## config.mk

```make
export PLATFORM = sky130hd
export DESIGN_NAME = okle_cell
export DESIGN_NICKNAME = d
export VERILOG_FILES = /design/src/hdl/okle_pkg.sv /design/src/hdl/okle_cell.sv
export SDC_FILE = /design/constraint.sdc
export NUM_CORES = 1
export LEC_CHECK = 0
export BUFFER_PORTS_ARGS = -buffer_cell sky130_fd_sc_hd__buf_2
export CAP_MARGIN = 20
export CORE_MARGIN = 2
export CORE_UTILIZATION = 40
export DETAILED_ROUTE_END_ITERATION = 7
export PLACE_DENSITY_LB_ADDON = 0.2
export RECOVER_POWER = 50
export SLEW_MARGIN = 30
export SYNTH_ARGS = -nofsm -noshare
export SYNTH_HDL_FRONTEND = slang
export SYNTH_SLANG_ARGS = --single-unit
```

## constraint.sdc

```tcl
create_clock -name clk -period 3 [get_ports clk]
set_input_delay 0 -clock clk [delete_from_list [all_inputs] [get_ports clk]]
set_output_delay 0 -clock clk [all_outputs]
set_load 0.01 [all_outputs]
```

## src/hdl/okle_pkg.sv

```systemverilog
// ============================================================================
// okle_pkg: shared definitions for the ordered key list engine
// Action and status codes, cell command encodings and the key compare.
// ============================================================================
`default_nettype none

package okle_pkg;

    localparam int DEF_CAPACITY = 16;
    localparam int MAX_RESULTS  = 16;

    localparam int KEY_W  = 32;
    localparam int ACT_W  = 4;
    localparam int ST_W   = 2;
    localparam int POS_W  = 4;
    localparam int CNT_W  = 5;

    // stream packing, lowest field first, padded to whole bytes
    localparam int S_DATA_W = 40;   // action, key
    localparam int M_DATA_W = 48;   // status, key_out, position, count

    // action codes
    localparam logic [ACT_W-1:0] ACT_CLEAR     = 4'd0;
    localparam logic [ACT_W-1:0] ACT_INS_SORT  = 4'd1;
    localparam logic [ACT_W-1:0] ACT_INS_FRONT = 4'd2;
    localparam logic [ACT_W-1:0] ACT_INS_BACK  = 4'd3;
    localparam logic [ACT_W-1:0] ACT_DEL_FRONT = 4'd4;
    localparam logic [ACT_W-1:0] ACT_DEL_BACK  = 4'd5;
    localparam logic [ACT_W-1:0] ACT_DEL_KEY   = 4'd6;
    localparam logic [ACT_W-1:0] ACT_REVERSE   = 4'd7;
    localparam logic [ACT_W-1:0] ACT_READ      = 4'd8;

    // status codes
    localparam logic [ST_W-1:0] ST_OK       = 2'd0;
    localparam logic [ST_W-1:0] ST_EMPTY    = 2'd1;
    localparam logic [ST_W-1:0] ST_NOTFOUND = 2'd2;
    localparam logic [ST_W-1:0] ST_FULL     = 2'd3;

    // cell operations
    localparam logic [1:0] CELL_HOLD = 2'd0;
    localparam logic [1:0] CELL_INS  = 2'd1;
    localparam logic [1:0] CELL_DEL  = 2'd2;
    localparam logic [1:0] CELL_ROT  = 2'd3;

    // which cells raise their mark for an insert or delete
    localparam logic [2:0] MK_ALL   = 3'd0;  // every cell (front)
    localparam logic [2:0] MK_FREE  = 3'd1;  // empty cells (back insert)
    localparam logic [2:0] MK_SORT  = 3'd2;  // empty or key >= new key
    localparam logic [2:0] MK_TAIL  = 3'd3;  // last occupied cell
    localparam logic [2:0] MK_MATCH = 3'd4;  // occupied and equal key

    typedef struct packed {
        logic [1:0]              op;
        logic [2:0]              mark;
        logic signed [KEY_W-1:0] key;
    } cell_cmd_t;

    typedef struct packed {
        logic occ;        // cell holds a stored key
        logic tail;       // cell holds the last stored key
        logic rot_right;  // rotation: take right neighbor
        logic rot_head;   // rotation: take the head key
    } cell_ctl_t;

    function automatic logic key_ge(input logic signed [KEY_W-1:0] a,
                                    input logic signed [KEY_W-1:0] b);
        return a >= b;
    endfunction

endpackage

`default_nettype wire

```

## src/hdl/okle_cell.sv

```systemverilog
// ============================================================================
// okle_cell: one storage cell of the key chain
// Holds one key; shifts left or right, loads a new key or rotates the head in.
// ============================================================================
`default_nettype none

module okle_cell (
    input  logic                              clk,
    input  okle_pkg::cell_cmd_t               cmd,
    input  okle_pkg::cell_ctl_t               ctl,
    input  logic signed [okle_pkg::KEY_W-1:0] left_key,
    input  logic signed [okle_pkg::KEY_W-1:0] right_key,
    input  logic signed [okle_pkg::KEY_W-1:0] head_key,
    input  logic                              p_in,
    output logic                              p_out,
    output logic signed [okle_pkg::KEY_W-1:0] key_q
);
    import okle_pkg::*;

    logic signed [KEY_W-1:0] key_reg;
    logic signed [KEY_W-1:0] key_next;
    logic                    mark;

    always_comb
    begin
        case (cmd.mark)
            MK_ALL:   mark = 1'b1;
            MK_FREE:  mark = !ctl.occ;
            MK_SORT:  mark = !ctl.occ || key_ge(key_reg, cmd.key);
            MK_TAIL:  mark = ctl.tail;
            MK_MATCH: mark = ctl.occ && (key_reg == cmd.key);
            default:  mark = 1'b0;
        endcase
    end

    // mark travels down the chain: set from the first marked cell onward
    assign p_out = p_in | mark;

    always_comb
    begin
        key_next = key_reg;
        unique case (cmd.op)
            CELL_INS:
            begin
                if (p_in)
                    key_next = left_key;
                else if (mark)
                    key_next = cmd.key;
            end
            CELL_DEL:
            begin
                if (p_out)
                    key_next = right_key;
            end
            CELL_ROT:
            begin
                if (ctl.rot_right)
                    key_next = right_key;
                else if (ctl.rot_head)
                    key_next = head_key;
            end
            default: key_next = key_reg;
        endcase
    end

    always_ff @(posedge clk)
    begin
        key_reg <= key_next;
    end

    assign key_q = key_reg;

endmodule

`default_nettype wire

```

## Word-level counts from Yosys, hierarchy flattened

Index checks and enable logic that the tools add are counted.

| storage, ports and cells | value |
|---|---|
| flip-flop bits (word level) | 32 |
| input port bits | 139 |
| logic and storage cells | 27 |

| operators by class | value |
|---|---|
| $lt $le $gt $ge | 1 |
| eq/ne operators | 11 |
| mux-type cells | 7 |
| bitwise operators | 1 |
| reduce and logical (&&, ||, !) cells | 6 |

Operators by type and width:

| operator | count |
|---|---|
| 2-to-1 mux 32 bit | 5 |
| one-hot mux 32 bit (3 select lines) | 1 |
| equality test 32 bit | 1 |
| greater-or-equal comparator 32 bit | 1 |
| equality test 3 x 2 -> 1 bit, second input constant | 2 |
| inequality test 3 bit, second input constant | 2 |
| one-hot mux 1 bit (5 select lines) | 1 |
| equality test 2 bit, second input constant | 2 |
| AND reduction 4 bit | 1 |
| equality test 3 x 1 -> 1 bit, second input constant | 1 |
| equality test 3 bit, second input constant | 1 |
| zero test 3 bit | 1 |
| nonzero test 3 bit | 1 |
| equality test 2 x 1 -> 1 bit, second input constant | 1 |
| inequality test 2 bit, second input constant | 1 |
| logical AND 1 bit | 1 |
| zero test 1 bit | 1 |
| logical OR 1 bit | 1 |
| bitwise OR 1 bit | 1 |

## Depth between registers and ports, before layout

Gate-level depths: netlist of the first run.

| depth | value |
|---|---|
| depth in word-level cells | 6 |
| depth in mapped cells | 9 |

## Worst setup path before layout of the first run

OpenSTA, ideal clock, no wires.

| timing | value |
|---|---|
| path type | register to register |
| start | register key_reg[30] (netlist: key_q[30]) |
| end | register key_reg[0] (netlist: key_q[0]) (enable) |
| setup time | 398 ps |
| data arrival time | 2863 ps |
| path slack | -261 ps |
| cell stages (with the launch flop) | 9 |
| path buffers | 0 |
| cell sequence | edfxtp_1 > ha_1 > nand4_1 > nor3_2 > a211o_1 > or3_1 > a311oi_2 > o21ai_1 > o211ai_2 |

| between the ends | value |
|---|---|
| word-level cells in the longest chain between the ends | 6 |
| elaborated cells on any way between the ends | 9 |
| classes of those cells | 1 x order compare; 3 x eq/ne; 1 x mux; 1 x bitwise; 3 x reduce/logical |

RTL lines:

| what | RTL line | RTL |
|---|---|---|
| start: declaration | okle_cell.sv:20 | `logic signed [KEY_W-1:0] key_reg;` |
| start signal: assignment | okle_cell.sv:68 | `key_reg <= key_next;` |
| greater-or-equal comparator 32 bit or equality test 32 bit (tied branches) | okle_pkg.sv:67, okle_cell.sv:31 |  |
| logical OR 1 bit or logical AND 1 bit (tied branches) | okle_cell.sv:29, okle_cell.sv:31 |  |
| one-hot mux 1 bit (5 select lines) (*) | okle_cell.sv:26 | `case (cmd.mark)` |
| bitwise OR 1 bit | okle_cell.sv:37 | `assign p_out = p_in \| mark;` |
| inequality test 2 bit (no source line) | n/a |  |
| AND reduction 4 bit (no source line) (*) | n/a |  |

Mark *: on every way between the ends. The rest lies on a longest branch, timed or not.
A chain may end at the register's enable or synchronous reset.

## Worst setup path in the final report of the first run

| timing | value |
|---|---|
| start | register key_reg[17] (netlist: key_q[17]) |
| end | register key_reg[23] (netlist: key_q[23]) (enable) |

The elaborated chain is that of the path after synthesis.

==> impl_metrics.json, run 1 <==
{
  "tightestPinTransition_ns": 1.66,
  "antenna_found_initial": 0,
  "mostFrequentLayoutCell": "buf_2",
  "fin_crit_ns": 2.83,
  "overflow": 0,
  "final_cell_area_um2": 3830,
  "hold_buffers": 0,
  "final_cell_mix": "buf_2, a21oi_1, nor2_1, a211oi_1",
  "fin_crit_sh_pct": 94.3,
  "synth-edff-count": 32,
  "grt_pass1_wl_um": 12200,
  "end_kind": "flip-flop",
  "clock-sinks": 32,
  "finalClockSkew_ns": 0.00588,
  "timing.hold.ws_ns": 0.0706,
  "gp_routability_congestion": 0.754,
  "powerDensity_nw_per_um2": 374,
  "hold_path_class": "input pin to flip-flop",
  "max_cap_violations": 1,
  "boundaryPins": 172,
  "syn_to_final_growth_pct": 35.7,
  "cts_htree_levels": 2,
  "synthCells": 312,
  "synthArstFlopShare_pct": 0,
  "insertion_delay_ns": 0.28,
  "drt_wl_total_um": 7800,
  "grt_pass1_vias": 2682,
  "grt_max_degree": 65,
  "irDropWorstVdd_uv": 194,
  "vias": 2868,
  "core_area_um2": 6830,
  "leakagePower_uw": 0.00193,
  "final_hold_viol_count": 0,
  "start_kind": "flip-flop",
  "cts_max_path_buffers": 2,
  "cts_root_buf": "clkbuf_8",
  "portBuffers": 171,
  "synth_cell_types": 34,
  "worstPathRequired_ns": 2.97,
  "ant_nets": 0,
  "drtIter0Drc": 143,
  "cts_tree": "built",
  "wire_per_inst_um": 13.6,
  "synth_ff_type": "edfxtp_1",
  "synth_top_area_share_pct": 34.0,
  "clkTransAtPathRegs_ns": 0.07,
  "syn_area_per_cell_um2": 9.06,
  "syn_area_um2": 2830,
  "drt_first_pass_iters": 4,
  "grt_usage_pct": 20.1,
  "post-dp-hpwl_um": 6410,
  "cts-buffers-inserted": 5,
  "slew_headroom_pct": -10.8,
  "synth_seq_cells": 32,
  "fmax_mhz": 354,
  "yosys_warnings": 0,
  "start_util_pct": 41.4,
  "fp.dieH_um": 88.0,
  "drive_gt1_share_pct": 32.2,
  "placed_area_um2": 3770,
  "post_cts_buffers": 0,
  "setup.worst_path.class": "flip-flop to flip-flop",
  "tns_ns": 0,
  "cp_max_fo": 20,
  "die-area_um2": 7750,
  "nNetsFinal": 648,
  "row_count": 30,
  "cts_resized": 0,
  "status": "complete, but fails checks",
  "slew_viol_final": 27,
  "syn_nets": 483,
  "die_w_um": 88.0,
  "drt-vias-per-instance": 5.00,
  "synth.largest_area_cell": "edfxtp_1",
  "violations": "capacitance limit, slew limit",
  "arrival_ns": 2.79,
  "rsz0062_at_grt": "no",
  "drc_errors": 0,
  "setup_viol": 0,
  "synthTopCellsByArea": "edfxtp_1, ha_1, mux2i_1",
  "antenna_cells": 0,
  "largest_reg_flops": 32,
  "ys_seq_area_share_pct": 34.0
}
## kinds of logic after synthesis
kind of cell	count (synthesis)	share of synthesized area [%]
AND/OR/NAND/NOR	66	10.8
XOR/XNOR	1	0.310
adder cells (fa/ha/maj)	32	14.2
AO/OA/AOI/OAI	98	22.1
multiplexers	32	11.3
flip-flops	32	34.0
buffers and inverters	51	7.26
## metal layers
layer / vias up / wire length [µm] / track usage [%]
li1: 1488 / - / -
met1: 1259 / 3360 / 25.4
met2: 108 / 3710 / 34.6
met3: 13 / 597 / 4.90
met4: 0 / 129 / 5.23
met5: - / 0 / 0
## stage by stage
step	utilization (%)	setup WS, ns	std cells	total power (µW)
6_report	56.1	0.172	574	1430
5_1_grt	56.1	0.0116	574	1530
4_1_cts	56.7	0.166	574	1460
3_5_place_dp	55.2	0.175	566	1060
3_3_place_gp	55.2	0.236	566	1040
2_1_floorplan	-	0.0148	312	850
## worst max-delay path, stage by stage (launching register included)
cell,delay [ns]
edfxtp_1,0.39
ha_1,0.30
a21oi_1,0.16
o21ai_1,0.09
a211o_1,0.31
or3_1,0.32
a311oi_2,0.33
o21ai_1,0.14
o211ai_4,0.17
buf_4,0.30
## path summary, 6_finish.rpt
kind               startpoint         to  slack [ns]  cells after the start
hold / removal    left_key[8]   key_q[8]        0.07                      3
hold reg to reg     key_q[31]  key_q[29]        1.34                      6
setup / recovery    key_q[17]  key_q[23]        0.17                      9
setup reg to reg    key_q[17]  key_q[23]        0.17                      9
## where the power goes
part	total (µW)	switching [µW]	internal (µW)
clock network	399	153	246
logic	454	249	206
registers	579	23.7	555
## layout make-up
class	instances	area, µm²
Fill cell	695	3000
Multi-Input combinational cell	229	1670
Sequential cell	32	961
Timing Repair Buffer	176	853
Inverter	33	124
Tap cell	96	120
Clock buffer	6	72.6
Clock inverter	2	35.0
## cells in the mapped netlist, drive strengths merged, types with 3 or more instances
cell type	instances
o211ai	3
o21ai	5
buf	3
edfxtp	32
inv	33
a211oi	34
a21oi	46
ha	32
nand4	6
nor2	35
mux2i	32
clkbuf	15
nand2	11
Power figures use the tool's default switching activity.
==> run 2, diff against run 1 <==
==> constraint.sdc (replaced) <==
create_clock -name clk -period 2.53 [get_ports clk]
set_input_delay 0 -clock clk [delete_from_list [all_inputs] [get_ports clk]]
set_output_delay 0 -clock clk [all_outputs]
set_load 0.01 [all_outputs]
==> run 2 against run 1 <==
Sequential cell count stayed put. Non-clock buffer count is 19 higher. Total power is 19% higher. The run ends with setup timing left. Setup slack worse by 0.38 ns. Highest routed layer unchanged. Clock power is 7.5% lower. Wire length is 9.1% higher. Worst hold slack better by 0.0022 ns.
==> impl_metrics.json, run 2 (synthesized netlist as in run 1, its figures left out) <==
{
  "final_hold_viol_count": 0,
  "cts-buffers-inserted": 5,
  "insertion_delay_ns": 0.28,
  "cts_max_path_buffers": 2,
  "arrival_ns": 2.73,
  "combPwrFrac_pct": 37.2,
  "largest_reg_flops": 32,
  "fin_crit_ns": 2.74,
  "cp_max_fo": 12,
  "antenna_found_initial": 0,
  "die-area_um2": 7750,
  "worstPathRequired_ns": 2.52,
  "drtIter0Drc": 84,
  "grt_pass1_wl_um": 12700,
  "boundaryPins": 172,
  "clock-sinks": 32,
  "wire_per_inst_um": 14.4,
  "grt_max_degree": 36,
  "drive_gt1_share_pct": 40.3,
  "die_w_um": 88.0,
  "hold_buffers": 0,
  "core_area_um2": 6830,
  "hold_path_class": "input pin to flip-flop",
  "end_kind": "flip-flop",
  "slew_headroom_pct": 35.2,
  "vias": 3034,
  "finalWorstSetupSlack_ns": -0.212,
  "clkTransAtPathRegs_ns": 0.07,
  "power.internal_uw": 1150,
  "r2r_slack_ns": -0.21,
  "worstSetupStartpoint": "key_q[19]",
  "drt_first_pass_iters": 4,
  "fp.dieH_um": 88.0,
  "start_util_pct": 41.4,
  "cts_root_buf": "clkbuf_8",
  "leakagePower_uw": 0.00204,
  "status": "complete, but fails checks",
  "violations": "setup timing",
  "grt_pass1_vias": 2816,
  "seq_power_share_pct": 41.1,
  "start_kind": "flip-flop",
  "hp-start": "left_key[13]",
  "nNetsFinal": 667,
  "tightestPinTransition_ns": 0.972,
  "slew_viol_final": 0,
  "rsz0062_at_grt": "yes",
  "drt-vias-per-instance": 5.13,
  "grt_usage_pct": 20.9,
  "power.share.clock_pct": 21.7,
  "antenna_cells": 0,
  "gp_routability_congestion": 0.829,
  "tns_ns": -6.65,
  "row_count": 30,
  "fmax_mhz": 365,
  "irDropWorstVdd_uv": 243,
  "finalClockSkew_ns": 0.00884,
  "max_cap_violations": 0,
  "finish.utilization_pct": 60.8,
  "drc_errors": 0,
  "ant_nets": 0,
  "cts_htree_levels": 2,
  "syn_to_final_growth_pct": 47.1,
  "mostFrequentLayoutCell": "buf_2",
  "cts_tree": "built",
  "dp_slack_ns": -0.258,
  "p_sw_uw": 543,
  "drt_wl_total_um": 8510,
  "overflow": 0,
  "final_cell_mix": "buf_2, a21oi_1, nor2_1, inv_1, a211oi_1",
  "portBuffers": 171,
  "p_sw_share_pct": 32.0,
  "regToRegStartpoint": "key_q[19]",
  "fin_crit_sh_pct": 108,
  "post-dp-hpwl_um": 6810,
  "setup_viol": 32,
  "powerDensity_nw_per_um2": 408,
  "setup.worst_path.class": "flip-flop to flip-flop"
}
==> run 2: per-layer routing <==
metal  routed length [µm]  vias up  GRT usage [%]
li1                     -     1526              -
met1                 3380     1355           26.9
met2                 4180      139           35.7
met3                  800       14           4.90
met4                  151        0           4.96
met5                    0        -              0
==> run 2: critical path, stage by stage (launching register included) <==
cell and delay (ns):
edfxtp_1 0.45, ha_4 0.25, a21oi_2 0.12, o21ai_1 0.08, a211o_1 0.31, or3_1 0.32
a311oi_2 0.36, o21ai_2 0.11, o211ai_4 0.25, buf_8 0.19
==> run 2: final cells by class <==
type / count / area (µm²)
clock buffers: 5 / 68.8
clock inverters: 2 / 12.5
fillers: 613 / 2680
inverters: 33 / 124
multi-input cells: 229 / 1830
flip-flops and latches: 32 / 961
well taps: 96 / 120
repair buffers: 195 / 1040
==> run 2: timing repair <==
item,CTS,global route
buffers inserted,0,5
setup endpoints to repair,32,33
gates resized for setup,5,14
pin swaps,0,2
==> run 2: through the flow <==
stage | total power [µW] | hold slack [ns] | cells | cell area (µm²)
2_1_floorplan | 1010 | 0.252 | 312 | 2850
3_3_place_gp | 1270 | 0.357 | 580 | 3900
3_5_place_dp | 1290 | 0.353 | 580 | 3900
4_1_cts | 1670 | 0.0587 | 587 | 4010
5_1_grt | 1810 | 0.0842 | 592 | 4160
6_report | 1700 | 0.0728 | 592 | 4160
==> run 2: path summary, 6_finish.rpt <==
path                     to  cells past startpoint
setup / recovery   key_q[7]                      9
hold / removal    key_q[13]                      3
setup reg to reg   key_q[7]                      9
hold reg to reg   key_q[31]                      7
==> run 2: power groups by stage <==
stage | clock, µW | sequential (µW) | combinational (µW)
4_1_cts | 378 | 688 | 603
3_5_place_dp | 0 | 698 | 592
3_3_place_gp | 0 | 695 | 578
5_1_grt | 395 | 704 | 707
6_report | 369 | 697 | 632
2_1_floorplan | 0 | 723 | 289
